[config.mk]
export PLATFORM = sky130hd
export DESIGN_NAME = tfvn_div
export DESIGN_NICKNAME = d
export VERILOG_FILES = /design/src/hw/rtl/tfvn_pkg.sv /design/src/hw/rtl/tfvn_div.sv
export SDC_FILE = /design/constraint.sdc
export NUM_CORES = 1
export LEC_CHECK = 0
export ABC_AREA = 1
export BUFFER_PORTS_ARGS = -buffer_cell sky130_fd_sc_hd__buf_2
export CAP_MARGIN = 25
export CORE_MARGIN = 5
export CORE_UTILIZATION = 50
export DETAILED_ROUTE_END_ITERATION = 8
export GPL_TIMING_DRIVEN = 0
export HOLD_SLACK_MARGIN = 0.02
export PLACE_DENSITY = 0.68
export SLEW_MARGIN = 15
export SYNTH_ARGS = -nofsm -noshare
export SYNTH_HDL_FRONTEND = slang
export SYNTH_SLANG_ARGS = --single-unit
[constraint.sdc]
create_clock -name clk -period 2.7 [get_ports clk]
set_clock_uncertainty 0.1 [all_clocks]
set_input_delay 0.54 -clock clk [delete_from_list [all_inputs] [get_ports clk]]
set_output_delay 0.54 -clock clk [all_outputs]
set_load 0.02 [all_outputs]
[src/hw/rtl/tfvn_pkg.sv]
package tfvn_pkg;

  localparam int SIZE_LOG2_DEF   = 9;
  localparam int MAX_OCTAVES_DEF = 8;

  // register indexes on the config port
  localparam logic [1:0] REG_BASE_FREQ    = 2'd0;
  localparam logic [1:0] REG_OCTAVE_COUNT = 2'd1;
  localparam logic [1:0] REG_NOISE_SEED   = 2'd2;

  localparam logic [8:0]  BASE_FREQ_RST    = 9'd16;
  localparam logic [3:0]  OCTAVE_COUNT_RST = 4'd5;
  localparam logic [31:0] NOISE_SEED_RST   = 32'd7;

  // lattice hash
  localparam logic [31:0] HASH_MUL_X    = 32'd374761393;
  localparam logic [31:0] HASH_MUL_Y    = 32'd668265263;
  localparam logic [31:0] HASH_MUL_SEED = 32'd2246822519;
  localparam logic [31:0] HASH_MUL_MIX  = 32'd1274126177;
  localparam int          SEED_STEP     = 101;

  // register stages inside one octave lane
  localparam int LANE_LAT = 7;
  // quotient bits, one divider stage each
  localparam int QUOT_W   = 16;

  typedef struct packed {
    logic [17:0] prod_x;   // wrapped pixel x times base frequency
    logic [17:0] prod_y;
    logic [8:0]  freq;     // effective base frequency
    logic [31:0] seed;
  } lane_in_t;

endpackage

[src/hw/rtl/tfvn_div.sv]
module tfvn_div #(
  parameter int SW = 24,
  parameter int DW = 8
) (
  input  logic                        clk,
  input  logic                        en,
  input  logic [SW-1:0]               dividend,
  input  logic [DW-1:0]               divisor,
  output logic [tfvn_pkg::QUOT_W-1:0] quot
);

  localparam int QB = tfvn_pkg::QUOT_W;
  localparam int RW = SW + QB;

  logic [SW-1:0] rem_r [QB];
  logic [QB-1:0] q_r   [QB];

  // restoring division, one quotient bit per stage, msb first;
  // quotient is known to fit in QB bits
  for (genvar i = 0; i < QB; i++) begin : g_stage
    logic [SW-1:0] rin;
    logic [QB-1:0] qin;
    logic [RW-1:0] sh;
    logic          take;
    if (i == 0) begin : g_first
      assign rin = dividend;
      assign qin = '0;
    end else begin : g_next
      assign rin = rem_r[i-1];
      assign qin = q_r[i-1];
    end
    assign sh   = RW'(divisor) << (QB - 1 - i);
    assign take = RW'(rin) >= sh;
    always_ff @(posedge clk) begin
      if (en) begin
        rem_r[i] <= take ? SW'(RW'(rin) - sh) : rin;
        q_r[i]   <= qin | (take ? (QB'(1) << (QB - 1 - i)) : '0);
      end
    end
  end

  assign quot = q_r[QB-1];

endmodule
==> results of run 1 <==
-- state kept, by name, indices dropped and copies added, names as in the netlist --
register / count
q_r: 136
rem_r: 360
-- power by group through the flow --
stage / sequential, W / combinational (W) / clock (W)
after floorplan: 0.0110 / 0.00623 / 0
after global placement: 0.0115 / 0.00797 / 0
after detailed placement: 0.0114 / 0.00816 / 0
after CTS: 0.0112 / 0.00824 / 0.00783
after global routing: 0.0114 / 0.00944 / 0.00815
final: 0.0112 / 0.00821 / 0.00760
-- cells by family (layout without fill, tap and decap cells) --
family / count (synthesis) / count (layout) / share of synthesized area
AND/OR/NAND/NOR: 1657 / 1657 / 0.256
XOR/XNOR: 90 / 90 / 0.0279
AO/OA/AOI/OAI: 276 / 276 / 0.0563
adder cells (fa/ha/maj): 143 / 143 / 0.0674
buffers and inverters: 447 / 624 / 0.0644
flip-flops: 496 / 496 / 0.528
-- layout by cell type, fill, tap and decap left out, types with 38 or more instances in the layout --
master,synthesis,final
xnor2_1,38,38
nand3_1,171,171
xor2_1,52,52
nor2_1,325,325
edfxtp_1,496,496
inv_1,414,407
clkbuf_16,0,56
buf_2,5,51
ha_1,128,128
nand4_1,88,88
nand2_1,921,921
a21oi_1,119,119
o21ai_0,70,70
-- how the worst max path moves through the flow --
stage                    end        from  slack [ps]
2_1_floorplan  rem_r[0][159]  divisor[1]          60
3_3_place_gp     q_r[1][117]          en       -6140
3_5_place_dp    rem_r[1][33]  divisor[1]        -930
4_1_cts         rem_r[1][79]  divisor[0]          50
5_1_grt        rem_r[0][166]  divisor[2]          10
6_report        rem_r[1][33]  divisor[7]         120
-- worst max-delay path, cell delays in order --
cell	delay, ps
buf_2	100
inv_2	540
ha_1	400
inv_1	130
o21bai_1	100
nor2_1	140
nand2_1	80
nor2_2	180
nand2_4	140
inv_4	140
buf_6	200
o21ai_2	110
-- metrics by stage --
stage	std cells	setup slack (ps)
after floorplan	3109	60.4
final	4042	119
after global routing	4042	14.5
after CTS	4042	52.2
after detailed placement	3920	-927
after global placement	3914	-6140
-- final cells by class --
cell class	count	area, sq um
plain buffers	20	203
clock buffers	58	1410
clock inverters	48	463
fillers	5031	24500
inverters	427	1630
multi-input cells	2166	11500
flip-flops and latches	496	14900
well taps	756	946
repair buffers	71	606
-- metal layers --
metal,up-vias,GRT usage
met5,-,0
met4,0,0.0715
met3,125,0.0247
met2,429,0.382
met1,9790,0.257
li1,10600,-
-- what timing repair did --
item | 4_1_cts | 5_1_grt
gates resized for setup | 3 | 9
gates cloned | 1 | 0
setup buffers | 0 | 0
hold buffers | 15 | 0
pin swaps | 0 | 0
endpoints found under the hold margin | 15 | 0
endpoints found under the setup margin | 279 | 25
==> impl_metrics.env, run 1 <==
export IMPL_final_util=0.563
export IMPL_timing_hold_ws_ps=151
export IMPL_clk_latency_ps=610
export IMPL_synth_seq_cells=496
export IMPL_wirelength_met1_microns=27000
export IMPL_min_path_type="in2reg"
export IMPL_post_route_min_period_ps=2580
export IMPL_synth_fp_nets=3286
export IMPL_die_h_microns=248
export IMPL_wl_met3_microns=2210
export IMPL_dr_pass1_iters=5
export IMPL_finalSetupTns_ps=0
export IMPL_rsz0062_at_grt="no"
export IMPL_sequentialPowerShare=0.416
export IMPL_ys_top_cells_by_count="nand2_1, edfxtp_1, inv_1"
export IMPL_fmax_mhz=387
export IMPL_irDropWorstVdd_mv=0.572
export IMPL_postPlaceCellArea_sq_mm=0.0296
export IMPL_worstPathArrival_ps=2830
export IMPL_power_frac_comb=0.303
export IMPL_min_delay_start="dividend[22]"
export IMPL_row_count=87
export IMPL_cts_buffer_depth=3
export IMPL_layout_drive_gt1_share=0.0925
export IMPL_post_route_cell_area_sq_mm=0.0316
export IMPL_p_leak_nw=13.6
export IMPL_first_global_vias=20800
export IMPL_nets=3415
export IMPL_seq_area_frac_synth=0.528
export IMPL_area_growth_pct=12.2
export IMPL_htreeDepth=2
export IMPL_dieWidth_microns=248
export IMPL_synth_cell_types=52
export IMPL_cts_made_buffers=56
export IMPL_n_antenna_cell=0
export IMPL_synth_top_area_cell="edfxtp_1"
export IMPL_fp_coreArea_sq_mm=0.0562
export IMPL_power_frac_clock=0.281
export IMPL_grt_overflow=0
export IMPL_r2r_end="rem_r[1][79]"
export IMPL_reg2reg_setup_slack_ps=190
export IMPL_grt_pass1_wl_microns=103000
export IMPL_end_kind="register"
export IMPL_syn_inst=3109
export IMPL_synth_top_cell_area_share=0.528
export IMPL_io_buffers=49
export IMPL_switching_power_w=0.00946
export IMPL_clockRootBuffer="clkbuf_16"
export IMPL_reg2reg_depth=11
export IMPL_grt_max_degree=109
export IMPL_synth_edff_count=496
export IMPL_powerDensity_mw_per_mm2=855
export IMPL_finalCritPeriodShare=0.956
export IMPL_report_final_slew_viol_count=0
export IMPL_ys_top_cells_by_area="edfxtp_1, nand2_1, ha_1"
export IMPL_avgSynthCellArea_sq_um=9.07
export IMPL_swShare=0.350
export IMPL_ys_flop_type="edfxtp_1"
export IMPL_top_layer_used="met4"
export IMPL_setup_viol=0
export IMPL_cts_tree="yes"
export IMPL_r2r_start="rem_r[1][52]"
export IMPL_maxCapViolations=0
export IMPL_met2_length_microns=32500
export IMPL_async_flop_share=0
export IMPL_worst_path_max_fanout=16
export IMPL_cts_clk_slew_worst_paths_ps=60
export IMPL_via_per_inst=5.19
export IMPL_start_util=0.502
export IMPL_antenna_found_initial=0
export IMPL_whs_path_depth=3
export IMPL_worst_slew_pin_slew_ps=768
export IMPL_drc_errors=0
export IMPL_gp_congestion=0.922
export IMPL_min_to="rem_r[0][22]"
export IMPL_cts_sinks=496
export IMPL_intPower_w=0.0176
export IMPL_routed_wl_microns=63900
export IMPL_dr_total_vias=21000
export IMPL_drt_iter0_drc=1410
export IMPL_grt_usage=0.209
export IMPL_ant_nets=0
export IMPL_hpwl_microns=46500
export IMPL_wl_per_cell_microns=15.8
export IMPL_synth_area_sq_mm=0.0282
export IMPL_slew_headroom=0.488
export IMPL_top_level_ports=50
export IMPL_path_class="in2reg"
export IMPL_p_total_w=0.0271
export IMPL_yosysWarnings=0
export IMPL_die_area_sq_mm=0.0613
export IMPL_cp_required_ps=2950
export IMPL_cp_start_kind="input port"
export IMPL_yosysMostFrequentCell="nand2_1"
export IMPL_hold_viol_final=0
export IMPL_status="finished, final reports clean"
Note: power is estimated with default switching activity, not from simulation.
==> inputs of run 2 (changes only) <==
==> constraint.sdc (replaced) <==
create_clock -name clk -period 2.7 [get_ports clk]
set_clock_uncertainty 0.1 [all_clocks]
set_input_delay 0.405 -clock clk [delete_from_list [all_inputs] [get_ports clk]]
set_output_delay 0.405 -clock clk [all_outputs]
set_load 0.02 [all_outputs]
==> run 2 against run 1 <==
Against the previous run: sequential share of layout area is 0.087 points lower; routed wire length is 0.25% higher; global-route usage about the same; sequential power hardly changed; via count about the same; critical endpoint is now rem_r[1][79]; largest power group unchanged; highest routed layer unchanged.
==> impl_metrics.env, run 2 (synthesis results as in run 1) <==
export IMPL_place_ws_ps=-792
export IMPL_setup_ws_ps=190
export IMPL_area_growth_pct=12.4
export IMPL_cp_slowest_stage_delay_ps=390
export IMPL_r2r_end="rem_r[1][79]"
export IMPL_cp_start_kind="register"
export IMPL_layout_commonest_cell="nand2_1"
export IMPL_htreeDepth=2
export IMPL_startpoint="rem_r[1][52]"
export IMPL_p_leak_nw=13.6
export IMPL_start_util=0.502
export IMPL_dr_total_vias=21000
export IMPL_min_path_type="in2reg"
export IMPL_clk_latency_ps=610
export IMPL_cts_buffer_depth=3
export IMPL_final_util=0.564
export IMPL_critPathSlowestCell="edfxtp_1"
export IMPL_status="finished, final reports clean"
export IMPL_finalSetupTns_ps=0
export IMPL_end_kind="register"
export IMPL_top_level_ports=50
export IMPL_dieWidth_microns=248
export IMPL_clockRootBuffer="clkbuf_16"
export IMPL_postPlaceCellArea_sq_mm=0.0296
export IMPL_dr_pass1_iters=6
export IMPL_first_global_vias=20800
export IMPL_final_cell_mix="nand2_1, edfxtp_1, inv_1, nor2_1, nand3_1"
export IMPL_n_antenna_cell=0
export IMPL_timing_hold_ws_ps=117
export IMPL_powerDensity_mw_per_mm2=854
export IMPL_report_final_slew_viol_count=0
export IMPL_cp_required_ps=2940
export IMPL_row_count=87
export IMPL_fp_coreArea_sq_mm=0.0562
export IMPL_path_class="reg2reg"
export IMPL_wl_per_cell_microns=15.8
export IMPL_finalCritPeriodShare=0.929
export IMPL_cts_clk_slew_worst_paths_ps=60
export IMPL_gp_congestion=0.922
export IMPL_reg2reg_setup_slack_ps=190
export IMPL_reg2reg_depth=11
export IMPL_post_route_min_period_ps=2510
export IMPL_post_route_cell_area_sq_mm=0.0317
export IMPL_grt_overflow=0
export IMPL_nets=3423
export IMPL_irDropWorstVdd_mv=0.576
export IMPL_grt_usage=0.209
export IMPL_reg_top3="rem_r (360), q_r (136)"
export IMPL_path_cells="inv_1, ha_1, fa_2, nor2_1, nor2_2, nor2_1, nor2_2, nand2_4, inv_8, buf_12, o21ai_2"
export IMPL_via_per_inst=5.19
export IMPL_io_buffers=49
export IMPL_rsz0062_at_grt="no"
export IMPL_layout_drive_gt1_share=0.0920
export IMPL_regArea_sq_mm=0.0149
export IMPL_hpwl_microns=46500
export IMPL_worstSetupEndpoint="rem_r[1][79]"
export IMPL_drt_iter0_drc=1410
export IMPL_top_register="rem_r"
export IMPL_hold_viol_final=0
export IMPL_antenna_found_initial=0
export IMPL_fill_cells=5028
export IMPL_die_area_sq_mm=0.0613
export IMPL_grt_max_degree=118
export IMPL_r2r_start="rem_r[1][52]"
export IMPL_largest_reg_flops=360
export IMPL_cts_sinks=496
export IMPL_slew_headroom=0.474
export IMPL_cts_made_buffers=56
export IMPL_die_h_microns=248
export IMPL_drc_errors=0
export IMPL_worstPathArrival_ps=2750
export IMPL_ant_nets=0
export IMPL_setup_viol=0
export IMPL_multi_input_area_sq_mm=0.0115
export IMPL_worst_slew_pin_slew_ps=789
export IMPL_fmax_mhz=398
export IMPL_cts_tree="yes"
export IMPL_worst_path_max_fanout=10
export IMPL_post_cts_setup_buffers=0
export IMPL_grt_pass1_wl_microns=103000
export IMPL_routed_wl_microns=64000
export IMPL_maxCapViolations=0
run 2: repair_timing:
item | in CTS | in global routing
resized for setup | 2 | 2
hold buffers | 23 | 0
hold endpoints to repair | 23 | 0
setup endpoints to repair | 172 | 96
cloned | 0 | 1
run 2: worst min path at each step:
stage,to,startpoint,cells past startpoint,slack (ps)
2_1_floorplan,q_r[0][106],q_r[0][90],0,300
3_3_place_gp,q_r[1][113],q_r[1][97],0,300
3_5_place_dp,q_r[0][106],q_r[0][90],0,300
4_1_cts,rem_r[0][23],dividend[23],3,80
5_1_grt,rem_r[0][116],en,1,140
6_report,rem_r[0][118],en,1,120
run 2: per-stage QoR:
step	total power [W]	std cells
2_1_floorplan	0.0172	3109
3_3_place_gp	0.0195	3914
3_5_place_dp	0.0196	3920
4_1_cts	0.0273	4049
5_1_grt	0.0290	4050
6_report	0.0271	4050
run 2: routing by layer:
metal / vias up / wire, microns / share of wire / GRT usage
met4: 0 / 2090 / 0.033 / 0.0728
met2: 412 / 32700 / 0.51 / 0.383
met1: 9818 / 27000 / 0.42 / 0.257
li1: 10700 / - / - / -
met5: - / 0 / 0 / 0
met3: 116 / 2290 / 0.036 / 0.0249
run 2: final cells by class:
class                           count  area share
Buffer                             20     0.00639
Clock buffer                       58      0.0444
Clock inverter                     48      0.0146
Inverter                          427      0.0509
Multi-Input combinational cell   2166       0.363
Sequential cell                   496       0.470
Tap cell                          756      0.0298
Timing Repair Buffer               79      0.0213
run 2: worst max-delay path, delay by kind of cell, from the launching register on:
family | cells | cell delay (ps)
and+or+nand+nor | 5 | 750
DFF | 1 | 390
buffers and inverters | 3 | 340
adders and majority gates | 2 | 570
AOI/OAI and AO/OA | 1 | 80
run 2: power by group:
group,switching [W],internal (W),total [W]
combinational,0.00531,0.00291,0.00822
clock,0.00319,0.00442,0.00761
sequential,0.000977,0.0103,0.0112
==> inputs of run 3 (changes only) <==
Settings changed: CTS_CLUSTER_DIAMETER set to 100, RECOVER_POWER set to 50, SKIP_LAST_GASP set to 1.
==> run 3 against run 2 <==
Against the previous run: fmax decreased by 0.32%; cell count unchanged; count of clock-buffer cells in the layout unchanged; power barely moved; setup slack worse by 8.1 ps; critical path depth unchanged; hold slack worse by 7.4 ps; core utilization about the same; critical endpoint unchanged.
==> impl_metrics.env, run 3 (synthesis results as in run 1) <==
export IMPL_status="finished, final reports clean"
export IMPL_reg_top3="rem_r (360), q_r (136)"
export IMPL_r2r_end="rem_r[1][79]"
export IMPL_start_util=0.502
export IMPL_hold_viol_final=0
export IMPL_clk_latency_ps=610
export IMPL_maxCapViolations=0
export IMPL_grt_usage=0.209
export IMPL_top_register="rem_r"
export IMPL_finalCritPeriodShare=0.932
export IMPL_row_count=87
export IMPL_cts_made_buffers=56
export IMPL_nets=3423
export IMPL_fmax_mhz=397
export IMPL_reg2reg_setup_slack_ps=180
export IMPL_rsz0062_at_grt="no"
export IMPL_reg2reg_depth=11
export IMPL_sequentialPowerShare=0.415
export IMPL_slew_headroom=0.473
export IMPL_ant_nets=0
export IMPL_finalSetupTns_ps=0
export IMPL_antenna_found_initial=0
export IMPL_power_frac_clock=0.281
export IMPL_worst_path_max_fanout=10
export IMPL_path_class="reg2reg"
export IMPL_setup_ws_ps=182
export IMPL_dieWidth_microns=248
export IMPL_die_area_sq_mm=0.0613
export IMPL_worstPathArrival_ps=2760
export IMPL_cts_sinks=496
export IMPL_routed_wl_microns=64100
export IMPL_hpwl_microns=46500
export IMPL_drc_errors=0
export IMPL_drt_iter0_drc=1408
export IMPL_cp_required_ps=2940
export IMPL_dr_pass1_iters=6
export IMPL_setup_viol=0
export IMPL_wl_per_cell_microns=15.8
export IMPL_cts_clk_slew_worst_paths_ps=60
export IMPL_n_antenna_cell=0
export IMPL_switching_power_w=0.00947
export IMPL_r2r_start="rem_r[1][52]"
export IMPL_dr_total_vias=21000
export IMPL_io_buffers=49
export IMPL_worstSetupEndpoint="rem_r[1][79]"
export IMPL_first_global_vias=20800
export IMPL_grt_pass1_wl_microns=103000
export IMPL_swShare=0.350
export IMPL_post_route_min_period_ps=2520
export IMPL_place_ws_ps=-792
export IMPL_regArea_sq_mm=0.0149
export IMPL_via_per_inst=5.19
export IMPL_startpoint="rem_r[1][52]"
export IMPL_min_path_type="in2reg"
export IMPL_power_frac_comb=0.304
export IMPL_multi_input_area_sq_mm=0.0115
export IMPL_top_level_ports=50
export IMPL_gp_congestion=0.922
export IMPL_clockRootBuffer="clkbuf_16"
export IMPL_die_h_microns=248
export IMPL_grt_max_degree=118
export IMPL_end_kind="register"
export IMPL_intPower_w=0.0176
export IMPL_irDropWorstVdd_mv=0.576
export IMPL_area_growth_pct=12.3
export IMPL_fill_cells=5037
export IMPL_largest_reg_flops=360
export IMPL_worst_slew_pin_slew_ps=790
export IMPL_layout_commonest_cell="nand2_1"
export IMPL_fp_coreArea_sq_mm=0.0562
export IMPL_grt_overflow=0
export IMPL_powerDensity_mw_per_mm2=854
export IMPL_layout_drive_gt1_share=0.0880
export IMPL_cts_tree="yes"
export IMPL_cp_start_kind="register"
export IMPL_cts_buffer_depth=3
export IMPL_htreeDepth=2
export IMPL_p_leak_nw=13.6
export IMPL_final_cell_mix="nand2_1, edfxtp_1, inv_1, nor2_1, nand3_1"
export IMPL_report_final_slew_viol_count=0
-- run 3: changes by cell type in the layout (fill, tap and decap cells not counted), sizes merged --
cell	previous run	this run
buf	74	61
clkbuf	60	73
-- run 3: final cells by class --
type,count,share of cell area
Multi-Input combinational cell,2166,0.363
Tap cell,756,0.0298
Sequential cell,496,0.470
Clock inverter,48,0.0146
Buffer,20,0.00640
Inverter,427,0.0510
Clock buffer,58,0.0445
Timing Repair Buffer,79,0.0208
-- run 3: worst min path at each step --
stage                    end          from  cells past startpoint  slack, ps
3_5_place_dp     q_r[0][106]    q_r[0][90]                      0        300
4_1_cts         rem_r[0][23]  dividend[23]                      3         80
5_1_grt        rem_r[0][116]            en                      1        140
3_3_place_gp     q_r[1][113]    q_r[1][97]                      0        300
2_1_floorplan    q_r[0][106]    q_r[0][90]                      0        300
6_report       rem_r[0][118]            en                      1        110
-- run 3: stage by stage --
step            util  cells  total power [W]  hold slack, ps  instance area, sq um
3_3_place_gp   0.523   3914           0.0195             300                 29400
2_1_floorplan      -   3109           0.0172             300                 28200
3_5_place_dp   0.526   3920           0.0196             305                 29600
5_1_grt        0.564   4050           0.0290             144                 31700
6_report       0.564   4050           0.0271             110                 31700
4_1_cts        0.564   4049           0.0273            84.6                 31700
-- run 3: power groups by stage --
| stage | combinational (W) | sequential [W] | clock (W) |
|---|---|---|---|
| global placement | 0.00797 | 0.0115 | 0 |
| CTS | 0.00824 | 0.0112 | 0.00783 |
| global route | 0.00944 | 0.0114 | 0.00815 |
| floorplan | 0.00623 | 0.0110 | 0 |
| detailed placement | 0.00816 | 0.0114 | 0 |
| finish | 0.00822 | 0.0112 | 0.00761 |
-- run 3: repair_timing --
action	CTS	global route
setup endpoints to repair	172	96
gates resized for setup	2	2
cloned	0	1
buffers inserted	0	0
pin swaps	0	0
endpoints found under the hold margin	23	0
hold buffers	23	0
-- run 3: worst max-delay path, cell delays in order (launching register included) --
cell	delay, ps
edfxtp_1	390
inv_1	70
ha_1	260
fa_2	310
nor2_1	70
nor2_2	220
nor2_1	90
nor2_2	210
nand2_4	160
inv_8	130
buf_12	160
o21ai_2	80
-- run 3: metal layers --
layer  GRT usage  vias up  routed length (microns)
li1            -    10700                        -
met1       0.257     9833                    26900
met2       0.383      417                    32700
met3      0.0249      118                     2430
met4      0.0728        0                     2090
met5           0        -                        0
